[src/rtl/core/frp_pkg.sv]
package frp_pkg;

    localparam logic [7:0] HDR_FIRST    = 8'hFE;
    localparam logic [7:0] HDR_SECOND   = 8'h0A;
    localparam logic [7:0] END_MARK     = 8'h55;
    localparam logic [7:0] FLOW_OK_MARK = 8'hF5;
    localparam logic [7:0] CONF_DEFAULT = 8'd50;

    localparam int PAYLOAD_LEN = 10;
    localparam int IDX_W       = $clog2(PAYLOAD_LEN);

    localparam logic [IDX_W-1:0] IDX_LAST = IDX_W'(PAYLOAD_LEN - 1);

    // byte offsets inside the payload
    localparam int OFS_FLOW_X   = 0;
    localparam int OFS_FLOW_Y   = 2;
    localparam int OFS_SPAN     = 4;
    localparam int OFS_DISTANCE = 6;
    localparam int OFS_VALID    = 8;
    localparam int OFS_CONF     = 9;

    localparam int TDATA_W = 72;
    localparam int TUSER_W = 2;

    typedef enum logic [4:0] {
        PH_WAIT1 = 5'b00001,
        PH_WAIT2 = 5'b00010,
        PH_DATA  = 5'b00100,
        PH_CHECK = 5'b01000,
        PH_END   = 5'b10000
    } t_phase;

    typedef struct packed {
        logic               flow_good;
        logic               range_valid;
        logic        [7:0]  confidence;
        logic        [15:0] dist_mm;
        logic        [15:0] span_us;
        logic signed [15:0] flow_y;
        logic signed [15:0] flow_x;
    } t_result;

endpackage

[src/rtl/core/frp_cfg.sv]
module frp_cfg
    import frp_pkg::*;
(
    input  logic        i_clk,
    input  logic        i_rst_n,
    input  logic        psel,
    input  logic        penable,
    input  logic        pwrite,
    input  logic [1:0]  paddr,
    input  logic [31:0] pwdata,
    output logic [31:0] prdata,
    output logic        pready,
    output logic [7:0]  o_min_confidence
);

    logic [7:0] r_min_confidence;
    logic [7:0] n_min_confidence;

    // a single register: every word address decodes to it
    always_comb begin
        n_min_confidence = r_min_confidence;
        if (psel && penable && pwrite && pready) begin
            n_min_confidence = pwdata[7:0];
        end
    end

    always_ff @(posedge i_clk) begin
        if (!i_rst_n) begin
            r_min_confidence <= CONF_DEFAULT;
        end else begin
            r_min_confidence <= n_min_confidence;
        end
    end

    assign pready           = 1'b1;
    assign prdata           = {24'd0, r_min_confidence};
    assign o_min_confidence = r_min_confidence;

    logic unused_addr;
    assign unused_addr = ^paddr;

endmodule

[src/rtl/core/frp_parse.sv]
module frp_parse
    import frp_pkg::*;
(
    input  logic       i_clk,
    input  logic       i_rst_n,
    input  logic       i_beat,
    input  logic [7:0] i_byte,
    input  logic [7:0] i_min_confidence,
    output logic       o_res_valid,
    output t_result    o_res
);

    t_phase           r_phase;
    t_phase           n_phase;
    logic [IDX_W-1:0] r_idx;
    logic [IDX_W-1:0] n_idx;
    logic [7:0]       r_xor;
    logic [7:0]       n_xor;
    logic [7:0]       r_check;
    logic [7:0]       n_check;
    logic [7:0]       r_payload [PAYLOAD_LEN];

    logic             conf_ok;

    always_comb begin
        n_phase     = r_phase;
        n_idx       = r_idx;
        n_xor       = r_xor;
        n_check     = r_check;
        o_res_valid = 1'b0;
        if (i_beat) begin
            unique case (r_phase)
                PH_WAIT2: begin
                    if (i_byte == HDR_SECOND) begin
                        n_phase = PH_DATA;
                        n_idx   = '0;
                        n_xor   = '0;
                    end else begin
                        n_phase = PH_WAIT1;
                    end
                end
                PH_DATA: begin
                    n_xor = r_xor ^ i_byte;
                    if (r_idx >= IDX_LAST) begin
                        n_phase = PH_CHECK;
                        n_idx   = '0;
                    end else begin
                        n_idx = r_idx + 1'b1;
                    end
                end
                PH_CHECK: begin
                    n_check = i_byte;
                    n_phase = PH_END;
                end
                PH_END: begin
                    o_res_valid = (i_byte == END_MARK) && (r_check == r_xor);
                    n_phase     = PH_WAIT1;
                end
                default: begin
                    n_phase = (i_byte == HDR_FIRST) ? PH_WAIT2 : PH_WAIT1;
                end
            endcase
        end
    end

    always_ff @(posedge i_clk) begin
        if (!i_rst_n) begin
            r_phase <= PH_WAIT1;
            r_idx   <= '0;
            r_xor   <= '0;
            r_check <= '0;
        end else begin
            r_phase <= n_phase;
            r_idx   <= n_idx;
            r_xor   <= n_xor;
            r_check <= n_check;
        end
    end

    always_ff @(posedge i_clk) begin
        if (i_beat && r_phase == PH_DATA && r_idx <= IDX_LAST) begin
            r_payload[r_idx] <= i_byte;
        end
    end

    // unpack little-endian; flow is zeroed when confidence is low
    assign conf_ok = r_payload[OFS_CONF] >= i_min_confidence;

    always_comb begin
        o_res.flow_x      = conf_ok ? {r_payload[OFS_FLOW_X+1], r_payload[OFS_FLOW_X]} : '0;
        o_res.flow_y      = conf_ok ? {r_payload[OFS_FLOW_Y+1], r_payload[OFS_FLOW_Y]} : '0;
        o_res.span_us     = {r_payload[OFS_SPAN+1], r_payload[OFS_SPAN]};
        o_res.dist_mm     = {r_payload[OFS_DISTANCE+1], r_payload[OFS_DISTANCE]};
        o_res.confidence  = r_payload[OFS_CONF];
        o_res.range_valid = conf_ok;
        o_res.flow_good   = conf_ok && (r_payload[OFS_VALID] == FLOW_OK_MARK);
    end

endmodule

[src/rtl/core/frp_out.sv]
module frp_out
    import frp_pkg::*;
(
    input  logic    i_clk,
    input  logic    i_rst_n,
    input  logic    i_res_valid,
    input  t_result i_res,
    input  logic    i_m_tready,
    output logic    o_in_ready,
    output logic    o_m_tvalid,
    output t_result o_m_res
);

    logic    r_out_valid;
    logic    r_skid_valid;
    t_result r_out;
    t_result r_skid;

    // hold a result in the skid stage while the receiver stalls
    always_ff @(posedge i_clk) begin
        if (!i_rst_n) begin
            r_out_valid  <= 1'b0;
            r_skid_valid <= 1'b0;
        end else if (!r_out_valid || i_m_tready) begin
            r_out_valid  <= r_skid_valid || i_res_valid;
            r_skid_valid <= 1'b0;
        end else if (i_res_valid) begin
            r_skid_valid <= 1'b1;
        end
    end

    always_ff @(posedge i_clk) begin
        if (!r_out_valid || i_m_tready) begin
            r_out <= r_skid_valid ? r_skid : i_res;
        end
        if (r_out_valid && !i_m_tready && i_res_valid) begin
            r_skid <= i_res;
        end
    end

    assign o_in_ready = !r_skid_valid;
    assign o_m_tvalid = r_out_valid;
    assign o_m_res    = r_out;

endmodule

[src/rtl/core/flow_range_frame_parser.sv]
// Byte-serial frame parser for an optical-flow and rangefinder sensor.
// Slave stream: one received UART byte per beat in s_axis_tdata[7:0].
// A frame is FE 0A, ten payload bytes, an XOR check byte and end byte 55.
// Master stream: one result beat per good frame, 72-bit tdata holding
// flow x, flow y, time span, distance and confidence; tuser holds the
// range-valid and flow-good flags. Flow is zeroed and both flags cleared
// when confidence is below min_confidence.
// APB port: one register, min_confidence (reset 50), at every word address.
// Throughput: one byte per cycle while s_axis_tready is high, set by the per-byte state update.
// The result for an accepted end byte is registered in the output stage, or in the skid stage.
// While the receiver stalls, the output register holds its beat and one
// further result is kept in a skid stage; s_axis_tready drops only when
// that stage is full.
// Reset clears the parser to hunting for the first header byte and
// empties the output stages; the payload bytes are not cleared.
module flow_range_frame_parser
    import frp_pkg::*;
(
    input  logic               i_clk,
    input  logic               i_rst_n,
    input  logic               s_axis_tvalid,
    output logic               s_axis_tready,
    input  logic [7:0]         s_axis_tdata,   // [7:0] rx_byte
    output logic               m_axis_tvalid,
    input  logic               m_axis_tready,
    // [15:0] flow_x, [31:16] flow_y, [47:32] span_us, [63:48] dist_mm,
    // [71:64] confidence
    output logic [TDATA_W-1:0] m_axis_tdata,
    output logic [TUSER_W-1:0] m_axis_tuser,   // [0] range_valid, [1] flow_good
    input  logic               psel,
    input  logic               penable,
    input  logic               pwrite,
    input  logic [1:0]         paddr,
    input  logic [31:0]        pwdata,
    output logic [31:0]        prdata,
    output logic               pready
);

    logic       min_conf_w;
    logic [7:0] min_confidence;
    logic       beat;
    logic       res_valid;
    t_result    res;
    t_result    m_res;

    frp_cfg u_cfg (
        .i_clk            (i_clk),
        .i_rst_n          (i_rst_n),
        .psel             (psel),
        .penable          (penable),
        .pwrite           (pwrite),
        .paddr            (paddr),
        .pwdata           (pwdata),
        .prdata           (prdata),
        .pready           (pready),
        .o_min_confidence (min_confidence)
    );

    assign min_conf_w = 1'b0;
    assign beat       = s_axis_tvalid && s_axis_tready && !min_conf_w;

    frp_parse u_parse (
        .i_clk            (i_clk),
        .i_rst_n          (i_rst_n),
        .i_beat           (beat),
        .i_byte           (s_axis_tdata),
        .i_min_confidence (min_confidence),
        .o_res_valid      (res_valid),
        .o_res            (res)
    );

    frp_out u_out (
        .i_clk       (i_clk),
        .i_rst_n     (i_rst_n),
        .i_res_valid (res_valid),
        .i_res       (res),
        .i_m_tready  (m_axis_tready),
        .o_in_ready  (s_axis_tready),
        .o_m_tvalid  (m_axis_tvalid),
        .o_m_res     (m_res)
    );

    assign m_axis_tdata = {m_res.confidence, m_res.dist_mm, m_res.span_us,
                           m_res.flow_y, m_res.flow_x};
    assign m_axis_tuser = {m_res.flow_good, m_res.range_valid};

endmodule

[config.mk]
export PLATFORM = sky130hd
export DESIGN_NAME = flow_range_frame_parser
export DESIGN_NICKNAME = d
export VERILOG_FILES = /design/src/rtl/core/frp_pkg.sv /design/src/rtl/core/frp_cfg.sv /design/src/rtl/core/frp_parse.sv /design/src/rtl/core/frp_out.sv /design/src/rtl/core/flow_range_frame_parser.sv
export SDC_FILE = /design/constraint.sdc
export NUM_CORES = 1
export LEC_CHECK = 0
export BUFFER_PORTS_ARGS = -buffer_cell sky130_fd_sc_hd__buf_2
export CAP_MARGIN = 20
export CELL_PAD_IN_SITES_DETAIL_PLACEMENT = 0
export CELL_PAD_IN_SITES_GLOBAL_PLACEMENT = 2
export CORE_MARGIN = 4
export CORE_UTILIZATION = 40
export DETAILED_ROUTE_END_ITERATION = 10
export GPL_ROUTABILITY_DRIVEN = 0
export GPL_TIMING_DRIVEN = 0
export PLACE_DENSITY = 0.88
export RECOVER_POWER = 100
export SYNTH_ARGS = -nofsm -noshare
export SYNTH_HDL_FRONTEND = slang
export SYNTH_SLANG_ARGS = --single-unit
[constraint.sdc]
create_clock -name i_clk -period 6.9 [get_ports i_clk]
set_clock_uncertainty 0.05 [all_clocks]
set_input_delay 0.69 -clock i_clk [delete_from_list [all_inputs] [get_ports i_clk]]
set_output_delay 0.69 -clock i_clk [all_outputs]
set_load 0.1 [all_outputs]
==> results of run 1 <==
final cells by class:
class / count / area, sq um / share of cell area
inverters: 14 / 52.6 / 0.00437
repair buffers: 109 / 442 / 0.0367
clock buffers: 29 / 662 / 0.0550
well taps: 330 / 413 / 0.0343
plain buffers: 48 / 280 / 0.0233
clock inverters: 19 / 203 / 0.0169
flip-flops and latches: 263 / 7550 / 0.627
multi-input cells: 345 / 2430 / 0.202
Yosys cell counts (2+ instances only):
master,n
inv_1,14
o211ai_1,6
buf_2,3
and2_1,9
or3b_1,2
buf_4,27
o21ai_2,2
mux2i_1,40
dfxtp_1,35
and4b_1,3
nor3b_1,3
xor2_1,13
mux2_2,39
clkbuf_1,17
nor2b_1,43
a21boi_1,2
o21ai_1,6
a22oi_1,2
o21ai_0,5
edfxtp_1,228
conb_1,2
ha_1,12
xnor2_1,4
nand2b_1,4
nand4_1,2
a21oi_1,8
nand4b_1,2
a21boi_0,8
nor4_1,5
nand3_1,3
nand2_1,31
nor2_1,49
registers in the layout, indices dropped and copies added, names as in the netlist:
name                    count
u_parse.r_xor               8
u_out.o_m_res              74
u_parse.r_idx               4
u_cfg.o_min_confidence      8
u_parse.r_phase             5
u_parse.r_payload          80
u_parse.r_check             8
u_out.r_skid_valid          1
u_out.r_skid               74
u_out.o_m_tvalid            1
where the power goes:
group	switching, mW	internal [mW]	leakage, nW
logic	0.136	0.0245	1.31
registers	0.00251	1.72	2.48
clock network	0.573	0.841	0.420
path summary, 6_finish.rpt:
check                                    startpoint  slack, ns  cells past startpoint                                      to
setup / recovery                    s_axis_tdata[3]       2.40                      8               u_out.r_skid[3]$_DFFE_PP_
hold / removal                            pwdata[5]       0.34                      3  u_cfg.o_min_confidence[5]$_SDFFE_PN1P_
setup reg to reg    u_out.r_skid_valid$_SDFFE_PP0P_       2.43                      8               u_out.r_skid[3]$_DFFE_PP_
hold reg to reg   u_parse.r_payload[4][6]$_DFFE_PP_       0.39                      0              u_out.r_skid[38]$_DFFE_PP_
worst max-delay path, stage by stage:
cell,delay (ns)
clkbuf_1,0.48
nor3_1,0.34
nand4b_1,0.13
nor4_1,0.47
nand2_1,0.09
nor2_1,0.71
clkbuf_1,1.37
buf_12,0.32
layer usage:
| metal | vias up | wire length [um] | GRT usage |
|---|---|---|---|
| li1 | 2650 | - | - |
| met3 | 30 | 1390 | 0.0263 |
| met1 | 2620 | 8950 | 0.190 |
| met2 | 170 | 8850 | 0.219 |
| met5 | - | 0 | 0 |
| met4 | 0 | 384 | 0.0332 |
cells by family (layout without fill, tap and decap cells):
logic type                 count (synthesis)  in the layout  synth area share
muxes                                     79             79            0.0818
AOI/OAI and AO/OA                         46             46            0.0324
buffers and inverters                     62            219            0.0336
and+or+nand+nor                          166            166            0.0871
adders and majority gates                 12             12            0.0146
xor gates and xnor gates                  17             17            0.0145
other                                      2             25          0.000732
DFF                                      263            263             0.735
placed cells by master (no fill, tap or decap), drive strengths merged, types with 4 or more instances in the layout:
| cell | n |
|---|---|
| dfxtp | 35 |
| nor2b | 43 |
| nand2b | 4 |
| buf | 42 |
| o21ai | 13 |
| clkbuf | 144 |
| nor4 | 5 |
| o211ai | 6 |
| nor2 | 49 |
| a21oi | 8 |
| mux2i | 40 |
| ha | 12 |
| mux2 | 39 |
| nand2 | 31 |
| xnor2 | 4 |
| clkinv | 13 |
| edfxtp | 228 |
| and2 | 9 |
| inv | 15 |
| conb | 25 |
| xor2 | 13 |
| a21boi | 10 |
| bufinv | 4 |
==> summary.txt, run 1 <==
run status = finished with violations
failing checks = capacitance limit, slew limit
share of layout cells above drive strength 1 = 0.146
port bufs = 106
CTS Buf Count = 26
Die Wd = 168 um
post-route antenna net violation count = 0
die footprint = 0.0283 sq mm
hold slack = 0.339 ns
routed via count = 5470
Mapped Area = 0.0103 sq mm
Nets = 868
area of the core = 0.0252 sq mm
Root Driver = clkbuf_16
CP startpoint kind = primary input
DR WL/cell = 16.9 um
Sink Count = 263
antenna cells = 0
P per Cell Area = 274 mW/mm^2
Fin Setup TNS = 0 ns
Tot Pwr = 3.29 mW
H-tree Lvls = 1
endpoints failing hold = 0
Fill cells = 2201
Max Slew Vio Count = 105
Worst Setup End Kind = flip-flop
vias per cell = 4.73
DR pass1 iterations = 6
Area Growth Syn to Fin = 17.2%
post-layout util = 0.478
worst-margin pin slew = 3.29 ns
maximum clock frequency = 222 MHz
Synth area leader = edfxtp_1
Initial DRC Count = 338
Worst-Skew Late Latency = 0.53 ns
MaxCap Viol Count = 4
setup bufs post-CTS = 0
Crit path required time = 7.05 ns
Max clock buf depth = 3
DP Area = 0.0114 sq mm
top-area cell type share of the netlist area = 0.667
EDFF count, synth = 228
WS Path Type = in2reg
dpl ws = 3.70 ns
Worst-path clk slew = 0.06 ns
Synth Warn # = 0
GRT overflow = 0
DRC = 0
library cells used by synthesis = 50
cts repair resizes = 0
Final setup viols = 0
most area-consuming cells after synthesis = edfxtp_1 (67%), dfxtp_1 (6.8%), mux2_2 (4.3%), mux2i_1 (3.9%), nor2b_1 (2.6%)
Post-Syn Area per Cell = 15.9 sq um
TritonCTS clock tree = yes
final worst path period share = 0.653
prevailing post-synth register cell = edfxtp_1
FFs w/ async S/R, synth = 0
Synth Register Bits = 263
initial antenna violation count = 0
min-delay worst type = in2reg
final instance area = 0.0120 sq mm
RSZ-0062 raised after global routing = no
VDD IR max = 0.197 mV
GRT Total Usage = 0.135
Site Rows = 58
cell count after synthesis = 647
Tmin final = 4.50 ns
static leakage = 4.21 nW
Worst slew margin = -1.19
Detailed Place HPWL = 12600 um
dpl cells = 1109
fin cells = 1157
die height = 168 um
total wire length = 19600 um
Crit Path Max Fanout = 34
I/O pin count = 158
first-pass GRT wire length = 30500 um
CP arrival = 4.66 ns
share of the yosys chip area belonging to registers = 0.735
CTS Hold Bufs = 0
vias in the first global route = 5544
Initial Utilization = 0.408
post-route setup slack = 2.40 ns
largest net degree at the start of global routing = 65
No activity file was read; power rests on OpenSTA's default activity.
==> inputs of run 2 (changes only) <==
- ABC_AREA: unset -> 1
- CORE_UTILIZATION: 40 -> 37
- clock period: 6.9 -> 4.56 ns (I/O delays scaled with it)
==> summary.txt, run 2 <==
final worst path period share = 0.773
crit-path cells = clkbuf_1, nand2_1, inv_1, nand2_1, nor2_1, nand2_1, nor2_1, nand2_1, nor2_2, buf_12, buf_16
R2R Path End = u_out.r_skid[55]$_DFFE_PP_
total wire length = 22000 um (+12%)
die footprint = 0.0312 sq mm (+10%)
share of the yosys chip area belonging to registers = 0.718 (-0.0173)
max FFs per register = 80 (unchanged)
H-tree Lvls = 1 (unchanged)
CP startpoint kind = primary input
TritonCTS clock tree = yes
largest family of logic cells by synthesized area = simple AND/OR/NAND/NOR gates
prevailing post-synth register cell = edfxtp_1
Critical Path Slowest Stage Cell = nor2_2
Synth Register Bits = 263 (unchanged)
area of the core = 0.0279 sq mm (+11%)
Post-Syn Area per Cell = 11.6 sq um (-27%)
WP buf/inv = 4 (+1)
RSZ-0062 raised after global routing = no
Synth Area in Compound Gates = 0.0273 (-0.00517)
Crit path required time = 4.74 ns (-2.31 ns)
Max Slew Vio Count = 77 (-27%)
library cells used by synthesis = 33 (-34%)
Mapped Area = 0.0105 sq mm (+2.4%)
Synth Area in Adders = 0.0143 (-0.000345)
synth cell count leaders = nand2_1 (290), edfxtp_1 (228), inv_1 (85), nand3_1 (54), nor2_1 (46)
Initial Utilization = 0.376 (-0.0313)
Crit Path Max Fanout = 29 (-15%)
run status = finished with violations
GRT overflow = 0 (unchanged)
cts repair resizes = 0 (unchanged)
Worst Hold Launch = pwdata[1]
Sink Count = 263 (unchanged)
Worst-path clk slew = 0.06 ns (about the same)
VDD IR max = 0.250 mV (+27%)
CP dominant cell by count = nand2_1
Detailed Place HPWL = 14500 um (+15%)
top-area cell type share of the netlist area = 0.651 (-0.0157)
setup bufs post-CTS = 0 (unchanged)
vias per cell = 4.38 (-7.3%)
initial antenna violation count = 0 (unchanged)
post-route antenna net violation count = 0 (unchanged)
cell count after synthesis = 905 (+40%)
share of layout cells above drive strength 1 = 0.0868 (-0.0595)
static leakage = 4.95 nW (+18%)
CTS Buf Count = 27 (+3.8%)
post-synthesis xor/xnor area fraction = 0.00666 (-0.00784)
DR WL/cell = 14.9 um (-12%)
Worst-Skew Late Latency = 0.53 ns (about the same)
first-pass GRT wire length = 34000 um (+12%)
Final setup viols = 0 (unchanged)
Initial DRC Count = 376 (+11%)
CTS Hold Bufs = 0 (unchanged)
Die Wd = 177 um (+5.0%)
dpl ws = 1.33 ns (-2.37 ns)
Root Driver = clkbuf_16
Synth area leader = edfxtp_1
GRT Total Usage = 0.139 (+0.00408)
fin cells = 1472 (+27%)
leading cell types in the layout, fill and taps excluded = nand2_1 (293), edfxtp_1 (228), clkbuf_1 (126)
port bufs = 106 (unchanged)
min-delay worst type = in2reg
largest net degree at the start of global routing = 48 (-26%)
failing checks = capacitance limit, slew limit
P per Cell Area = 405 mW/mm^2 (+48%)
Worst slew margin = -0.559 (+0.634)
Max clock buf depth = 3 (unchanged)
Worst Setup End Kind = flip-flop
Fin Setup TNS = 0 ns (unchanged)
Fill cells = 2705 (+23%)
Synth Area in Simple Gates = 0.168 (+0.0805)
Top reg by flops = u_parse.r_payload
multiplexer share of the synthesized area = 0 (-0.0818)
routed via count = 6450 (+18%)
MaxCap Viol Count = 2 (-2)
EDFF count, synth = 228 (unchanged)
vias in the first global route = 6097 (+10%)
DR pass1 iterations = 5 (-1)
flop-to-flop setup slack = 1.13 ns (-1.30 ns)
Area Growth Syn to Fin = 17.3% (about the same)
DRC = 0 (unchanged)
FFs w/ async S/R, synth = 0 (unchanged)
delay-heaviest family, CP = simple AND/OR/NAND/NOR gates
worst-margin pin slew = 2.34 ns (-0.950 ns)
Site Rows = 61 (+5.2%)
CP arrival = 3.70 ns (-0.96 ns)
Tmin final = 3.53 ns
most common cell after layout, fill and taps aside = nand2_1
Nets = 1134 (+31%)
I/O pin count = 158 (unchanged)
Critical path origin = s_axis_tdata[4]
Synth Warn # = 0 (unchanged)
maximum clock frequency = 284 MHz
worst r2r path cells = 6 (-2)
Min-Delay Endpoint = u_cfg.o_min_confidence[1]$_SDFFE_PN1P_
worst reg2reg path startpoint = u_out.o_m_tvalid$_SDFFE_PN0P_
post-route setup slack = 1.03 ns (-1.36 ns)
most frequent cell after synthesis = nand2_1
antenna cells = 0 (unchanged)
max incr delay on CP = 1.25 ns (-0.12 ns)
WS Path Type = in2reg
Hold Path Depth = 3 (unchanged)
dpl cells = 1420 (+28%)
endpoints failing hold = 0 (unchanged)
die height = 177 um (+5.0%)
most area-consuming cells after synthesis = edfxtp_1 (65%), nand2_1 (10%), dfxtp_1 (6.7%), inv_1 (3.0%), nand3_1 (2.6%)
run 2: cell types whose count changed after synthesis, sizes merged, moves of 15 or more:
cell | previous run | this run
mux2 | 39 | 0
buf | 31 | 46
inv | 14 | 89
a21oi | 8 | 32
nor2b | 43 | 0
nand2 | 31 | 294
mux2i | 40 | 0
nand3 | 3 | 59
run 2: final cells by class:
class / instances / area (sq um) / share of cell area
well taps: 378 / 473 / 0.0384
clock buffers: 34 / 702 / 0.0569
clock inverters: 16 / 128 / 0.0104
plain buffers: 55 / 319 / 0.0259
inverters: 90 / 342 / 0.0277
repair buffers: 116 / 492 / 0.0399
multi-input cells: 520 / 2330 / 0.189
flip-flops and latches: 263 / 7550 / 0.612
run 2: where the power goes:
| group | switching (mW) | internal (mW) | total, mW |
|---|---|---|---|
| Combinational | 0.263 | 0.0476 | 0.310 |
| Clock | 0.861 | 1.20 | 2.06 |
| Sequential | 0.00710 | 2.61 | 2.62 |
run 2: per-stage QoR:
step | area, sq um | utilization | hold WS, ns | power (mW)
after floorplan | 10600 | - | 0.376 | 2.92
after global placement | 11600 | 0.416 | 0.380 | 2.98
after detailed placement | 11700 | 0.419 | 0.382 | 2.99
after CTS | 12500 | 0.449 | 0.0821 | 5.05
after global routing | 12300 | 0.441 | 0.0925 | 5.16
final | 12300 | 0.441 | 0.101 | 4.99
run 2: worst max path at each step:
stage / cells past startpoint / slack, ns / to
6_report: 11 / 1.03 / u_out.r_skid[55]$_DFFE_PP_
5_1_grt: 9 / 0.69 / u_out.r_skid[52]$_DFFE_PP_
4_1_cts: 6 / 1.47 / u_out.r_skid[55]$_DFFE_PP_
3_5_place_dp: 6 / 1.33 / u_out.r_skid[55]$_DFFE_PP_
3_3_place_gp: 4 / -0.19 / u_out.r_skid[69]$_DFFE_PP_
2_1_floorplan: 4 / 0.41 / u_out.r_skid[0]$_DFFE_PP_
run 2: logic make-up (layout without fill, tap and decap cells):
logic type | count (synthesis) | count (layout)
flops | 263 | 263
other cells | 2 | 25
buf+inv | 145 | 311
fa+ha+maj | 12 | 12
simple gates | 421 | 421
xor+xnor | 8 | 8
compound gates | 54 | 54
run 2: layer usage:
metal  part of all wire  up-vias  track usage
met3              0.049       22       0.0255
met5                  0        -            0
met4              0.015        0       0.0335
li1                   -     3285            -
met1               0.45     3020        0.190
met2               0.49      123        0.233
run 2: worst reg2reg max path: cells and delay by family (launching register included):
family	cells	cell delay [ns]
buf+inv	4	1.13
flops	1	0.33
simple gates	2	1.61
